File: src/rtl/htsd_pkg.sv
// Shared constants, types and helpers for the Huffman table stream decoder.
// No dependencies; imported by every module of the block.
package htsd_pkg;

	localparam int SYMBOL_COUNT = 256;
	localparam int MAX_CODE_LEN = 16;

	localparam int MODE_W = 2;
	localparam int SYM_W  = 8;
	localparam int LEN_W  = 5;
	localparam int CODE_W = 16;
	localparam int BYTE_W = 8;
	localparam int PAD_W  = 3;

	localparam int SYM_LSB  = 0;
	localparam int LEN_LSB  = SYM_LSB + SYM_W;
	localparam int CODE_LSB = LEN_LSB + LEN_W;
	localparam int BYTE_LSB = CODE_LSB + CODE_W;
	localparam int IN_FIELDS_W = BYTE_LSB + BYTE_W;
	localparam int IN_TDATA_W  = ((IN_FIELDS_W + 7) / 8) * 8;
	localparam int OUT_TDATA_W = SYM_W;

	localparam int LANES  = 8;
	localparam int LANE_W = $clog2(LANES);
	localparam int ROWS   = (SYMBOL_COUNT + LANES - 1) / LANES;
	localparam int ROW_W  = (ROWS > 1) ? $clog2(ROWS) : 1;
	localparam int NV     = ROWS * LANES;
	localparam int NV_W   = ROW_W + LANE_W;

	localparam int PC_W   = MAX_CODE_LEN + 1;
	localparam int PL_W   = $clog2(MAX_CODE_LEN + 2);
	localparam int CMP_W  = (PC_W > CODE_W) ? PC_W : CODE_W;
	localparam int LCMP_W = (PL_W > LEN_W) ? PL_W : LEN_W;
	localparam int ENT_W  = LEN_W + CODE_W;

	typedef enum logic [MODE_W-1:0] {
		MODE_WRITE  = 2'd0,
		MODE_HEADER = 2'd1,
		MODE_DATA   = 2'd2,
		MODE_CLEAR  = 2'd3
	} mode_t;

	typedef struct packed {
		logic accept;
		logic shift;
		logic scan;
		logic emit;
		logic next;
		logic finish;
	} cmd_t;

	typedef struct packed {
		logic hit;
		logic miss;
		logic over_len;
		logic hold_busy;
		logic stuck;
		logic bit_last;
	} status_t;

	function automatic logic [CODE_W-1:0] code_mask(input logic [LEN_W-1:0] len);
		logic [CODE_W:0] one_hot;
		if (len >= LEN_W'(CODE_W)) begin
			return '1;
		end
		one_hot = (CODE_W+1)'(1) << len;
		return CODE_W'(one_hot - (CODE_W+1)'(1));
	endfunction

endpackage

File: src/rtl/htsd_ctrl.sv
// Sequencer of the Huffman table stream decoder: walks each data byte bit by bit.
// Depends on htsd_pkg; drives htsd_datapath through cmd_t and reads status_t.
module htsd_ctrl
	import htsd_pkg::*;
(
	input  logic              clk,
	input  logic              arst_n,
	input  logic              s_tvalid,
	output logic              s_tready,
	input  logic [MODE_W-1:0] s_tuser,
	input  status_t           sts,
	output cmd_t              cmd
);

	typedef enum logic [5:0] {
		ST_IDLE   = 6'b000001,
		ST_SHIFT  = 6'b000010,
		ST_SCAN   = 6'b000100,
		ST_EMIT   = 6'b001000,
		ST_NEXT   = 6'b010000,
		ST_FINISH = 6'b100000
	} state_t;

	state_t state_q;
	state_t state_d;

	always_comb begin
		state_d  = state_q;
		cmd      = '0;
		s_tready = 1'b0;
		unique case (state_q)
			ST_IDLE: begin
				s_tready   = 1'b1;
				cmd.accept = s_tvalid;
				if (s_tvalid && mode_t'(s_tuser) == MODE_DATA) begin
					state_d = sts.stuck ? ST_FINISH : ST_SHIFT;
				end
			end
			ST_SHIFT: begin
				cmd.shift = 1'b1;
				state_d   = ST_SCAN;
			end
			ST_SCAN: begin
				cmd.scan = 1'b1;
				if (sts.hit) begin
					state_d = ST_EMIT;
				end else if (sts.miss) begin
					state_d = sts.over_len ? ST_EMIT : ST_NEXT;
				end
			end
			ST_EMIT: begin
				if (!sts.hold_busy) begin
					cmd.emit = 1'b1;
					state_d  = ST_NEXT;
				end
			end
			ST_NEXT: begin
				if (sts.bit_last || sts.stuck) begin
					state_d = ST_FINISH;
				end else begin
					cmd.next = 1'b1;
					state_d  = ST_SHIFT;
				end
			end
			ST_FINISH: begin
				if (!sts.hold_busy) begin
					cmd.finish = 1'b1;
					state_d    = ST_IDLE;
				end
			end
			default: begin
				state_d = ST_IDLE;
			end
		endcase
	end

	always_ff @(posedge clk or negedge arst_n) begin
		if (!arst_n) begin
			state_q <= ST_IDLE;
		end else begin
			state_q <= state_d;
		end
	end

endmodule

File: config.mk
export PLATFORM = sky130hd
export DESIGN_NAME = htsd_ctrl
export DESIGN_NICKNAME = d
export VERILOG_FILES = /design/src/rtl/htsd_pkg.sv /design/src/rtl/htsd_ctrl.sv
export SDC_FILE = /design/constraint.sdc
export NUM_CORES = 1
export LEC_CHECK = 0
export CAP_MARGIN = 20
export CORE_UTILIZATION = 35
export CTS_BUF_LIST = sky130_fd_sc_hd__clkbuf_16
export CTS_CLUSTER_DIAMETER = 120
export DETAILED_ROUTE_END_ITERATION = 7
export DONT_BUFFER_PORTS = 1
export GPL_TIMING_DRIVEN = 0
export PLACE_DENSITY_LB_ADDON = 0.1
export RECOVER_POWER = 100
export SYNTH_ARGS = -nofsm -noshare
export SYNTH_HDL_FRONTEND = slang
export SYNTH_SLANG_ARGS = --single-unit
File: constraint.sdc
create_clock -name clk -period 1.6 [get_ports clk]
set_input_delay 0.16 -clock clk [delete_from_list [all_inputs] [get_ports clk]]
set_output_delay 0.16 -clock clk [all_outputs]
set_load 0.005 [all_outputs]
**Word level (Yosys, flattened, before mapping)**

Cells that the tools add are included.

- Flip-flop bits (word level): 6
- Input bits: 11
- Output and inout port bits: 7

- Eq/ne operators: 11
- Multiplexer cells: 18
- Reductions and logical operators: 3

Operators with widths:

| kind | number |
|---|---|
| two-way mux 6 bit | 7 |
| one-hot mux 6 bit (6 select lines) | 1 |
| two-way mux 1 bit | 9 |
| == test 6 x 1 -> 1 bit (second input constant) | 1 |
| == test 6 x 2 -> 1 bit (second input constant) | 1 |
| == test 6 x 3 -> 1 bit (second input constant) | 1 |
| == test 6 x 4 -> 1 bit (second input constant) | 1 |
| == test 6 x 5 -> 1 bit (second input constant) | 1 |
| == test 6 bit (second input constant) | 1 |
| inequality test 2 bit (second input constant) | 3 |
| two-way mux 5 bit | 1 |
| AND reduction 4 bit | 1 |
| inequality test 3 bit (second input constant) | 1 |
| == test 2 bit (second input constant) | 1 |
| logical AND 1 bit | 1 |
| logical OR 1 bit | 1 |

**Longest topological paths before layout**

- Depth in word-level cells: 4
- Depth in mapped cells: 5
- Mapped depth without buffers: 4

**Least setup slack after synthesis**

Ideal clock, no wire load.

- Kind: reg-to-reg
- Start point: register state_q[0]
- End point: register state_q[5]
- Library setup time: 0.122 ns
- Arrival time: 1.352 ns
- Path slack: 0.126 ns
- Cell stages (with the launch flop): 6
- Path buffers: 1
- Clock period less this slack: 1.474 ns
- Cells stage by stage: dfstp_2 > buf_2 > inv_1 > nor4_4 > nand2_1 > a32o_1

- Cells in the longest elaborated chain, start to end: 3

RTL lines:

| element | RTL line | text |
|---|---|---|
| start: declaration | htsd_ctrl.sv:24 | `state_t state_q;` |
| start signal: assignment | htsd_ctrl.sv:81 | `state_q <= state_d;` |
| == test 6 x 3 -> 1 bit, or another cell as far along | htsd_ctrl.sv:31 | `unique case (state_q)` |
| inequality test 3 bit (no source line) / inequality test 2 bit (equally long branches) | - |  |
| AND reduction 4 bit (no source line) | - |  |

Several ways; a longest one is shown, not always the timed one.
A chain may end at the register's enable or synchronous reset.

==> flow_metrics.tcl <==
set metrics [dict create \
    status "complete, but fails checks" \
    violations "setup timing" \
    syn_inst 56 \
    ys.flop_type "dfrtp_1" \
    finalSetupViolCount 2 \
    drtIter0Drc 16 \
    cts_max_level 1 \
    io_buffers 0 \
    cp_slowest_stage_delay_ns 0.40 \
    wl_per_cell_um 13.1 \
    netlist-cell-type-count 28 \
    crit_slowest_cell "or3_4" \
    clock_sinks 6 \
    worstMarginPinSlew_ns 0.332 \
    viasPerCell 5.61 \
    finalCriticalPeriod_ns 1.65 \
    coreArea_um2 1300 \
    crit_path_end_kind "output port" \
    dieHeight_um 39.2 \
    place_congestion 0.727 \
    peakVddDrop_mv 0.902 \
    critical_path_class "reg -> out" \
    power_density_nw_per_um2 1950 \
    leakagePower_nw 0.311 \
    cp_max_fo 2 \
    cts_tree "yes" \
    clk_pin_slew_ns 0.03 \
    syn_to_final_growth_pct 38.1 \
    grt_max_degree 11 \
    critPathRequiredTime_ns 1.44 \
    antenna_found_initial 0 \
    cp_data_arrival_time_ns 1.49 \
    largestRegisters "state_q (6)" \
    vias 466 \
    fill_cells 126 \
    cts_made_buffers 3 \
    chipWidth_um 39.2 \
    cts.path.max_buffers 2 \
    initial_core_util 0.373 \
    final_max_slew_viol_count 0 \
    drt-met1-wl_um 467 \
    async_flop_share 1.00 \
    finalPower_mw 1.30 \
    routed.top_layer "met4" \
    hold_path_class "in -> reg" \
    grt_overflow_total 0 \
    period_share 1.03 \
    drtAntennaViolNets 0 \
    maxSlewHeadroom 0.777 \
    drv_cap 0 \
    grt_pass1_wl_um 1590 \
    wl_met3_um 61 \
    syn_avg_cell_area_um2 8.67 \
    fin_ws_ns -0.0491 \
    routed_wl_um 1090 \
    antenna_cells 0 \
    skew_ns 0.00281 \
    dr.pass1.iters 4 \
    fp-row-count 13 \
    synth_area_leaders "dfrtp_1 26%, nor4_4 8.8%, nor2_1 7.7%" \
    dieArea_um2 1540 \
    ys_warn_count 0 \
    nets 80 \
    yosysSeqAreaShare 0.312 \
    path_cells "or3_4, buf_4, nor3_2, and3_1" \
    drc 0 \
    cts-root-buf "clkbuf_16" \
    synth_top_area_frac 0.258 \
    largest_register_ffs 6 \
    synth_edf_count 0 \
    synth.cell_area_um2 485 \
    synth-seq-cells 6 \
    wl_met2_um 547 \
    holdWs_ns 0.0851 \
    clock.fmax_ghz 0.606 \
    grt_setup_unrepaired "yes" \
    yosys.area.top_type "dfrtp_1" \
    final_area_um2 671 \
    critPathLaunchType "flop" \
    clk_latency_ns 0.23 \
    grt_pass1_vias 417 \
    rrSetupSlack_ns 0.05 \
    final_core_util 0.515 \
    ioPinCount 18 \
    hold_violations 0 \
    synth_nets 67 \
    drive_above_1_share 0.382 \
    grt.total_usage 0.161 \
    largest_register "state_q" \
    placed_area_um2 504 \
]
-- layout make-up --
type,count,area (um2),area share
inverter,3,11.3,0.0168
clock buffer,3,75.1,0.112
clock inverter,1,3.75,0.00560
buffer,2,15.0,0.0224
multi-input combinational,44,323,0.481
tap,15,18.8,0.0280
sequential,6,154,0.229
timing repair buffer,9,70.1,0.104
-- worst max-delay path: cells and delay by family (launching register included) --
family	cells	cell delay, ns
flops	1	0.39
buf+inv	1	0.15
simple gates	3	0.72
-- kinds of logic after synthesis --
family / share of synthesized area
xor gates and xnor gates: 0.0361
DFF: 0.312
and+or+nand+nor: 0.418
AOI/OAI and AO/OA: 0.170
buffers and inverters: 0.0644
-- metal layers --
layer / GRT usage / up-vias
met5: 0 / -
met4: 0.129 / 0
li1: - / 230
met2: 0.250 / 12
met3: 0.0347 / 2
met1: 0.187 / 222
-- synthesized netlist by cell type (all sizes together), types with 2 or more instances --
cell / n
nor3: 3
nor2: 10
buf: 3
inv: 3
nand2: 4
nor4: 2
nand3b: 2
nand3: 2
dfrtp: 5
o21ai: 2
xor2: 2
and3: 3
-- per-stage QoR --
stage	setup TNS (ns)	instances	setup WS (ns)
5_1_grt	-0.273	83	-0.0994
3_3_place_gp	0	71	0.000403
3_5_place_dp	0	71	0.0114
2_1_floorplan	0	56	0.126
6_report	-0.0848	83	-0.0491
4_1_cts	-0.204	80	-0.127
-- timing repair --
item                       in CTS  in global routing
cloned                          0                  0
setup buffers                   4                  4
gates resized for setup         3                  4
pin swaps                       4                  7
hold endpoints to repair        6                  0
setup endpoints to repair       2                  8
hold buffers                    1                  0
-- worst paths after layout --
check | cells past startpoint | startpoint | to
min reg2reg | 2 | state_q[5] | state_q[5]
min | 2 | sts[2] | state_q[3]
min in group asynchronous | 1 | arst_n | state_q[2]
max in group asynchronous | 1 | arst_n | state_q[0]
max | 4 | state_q[1] | cmd[1]
max reg2reg | 5 | state_q[4] | state_q[3]
-- layout by cell type (no fill, tap or decap) --
cell	synthesis	layout
xor2_1	2	2
nand3b_1	2	2
a21oi_1	1	1
a221oi_2	1	1
o211ai_1	1	1
and2b_2	1	1
nor2_1	10	10
nand2_1	4	4
o32ai_1	1	1
and4_1	1	1
nor4_4	2	2
dfrtp_2	0	2
or2_2	1	1
a32o_1	1	1
or3_4	1	1
dlygate4sd3_1	0	1
nor3_1	3	2
o22ai_1	1	1
dfrtp_1	5	3
clkbuf_16	0	3
o21ai_0	2	2
and3_1	3	3
nor3_2	0	1
inv_1	3	4
dfstp_2	1	1
o31ai_4	0	1
a22oi_2	0	1
nand3_1	2	2
nand4_1	1	1
and2_4	0	1
buf_4	2	10
-- power breakdown --
part           leakage, nW  switching [mW]  internal (mW)
registers           0.0761          0.0288          0.206
logic                0.192           0.332          0.337
clock network       0.0423          0.0780          0.323
No activity file was read; power rests on OpenSTA's default activity.
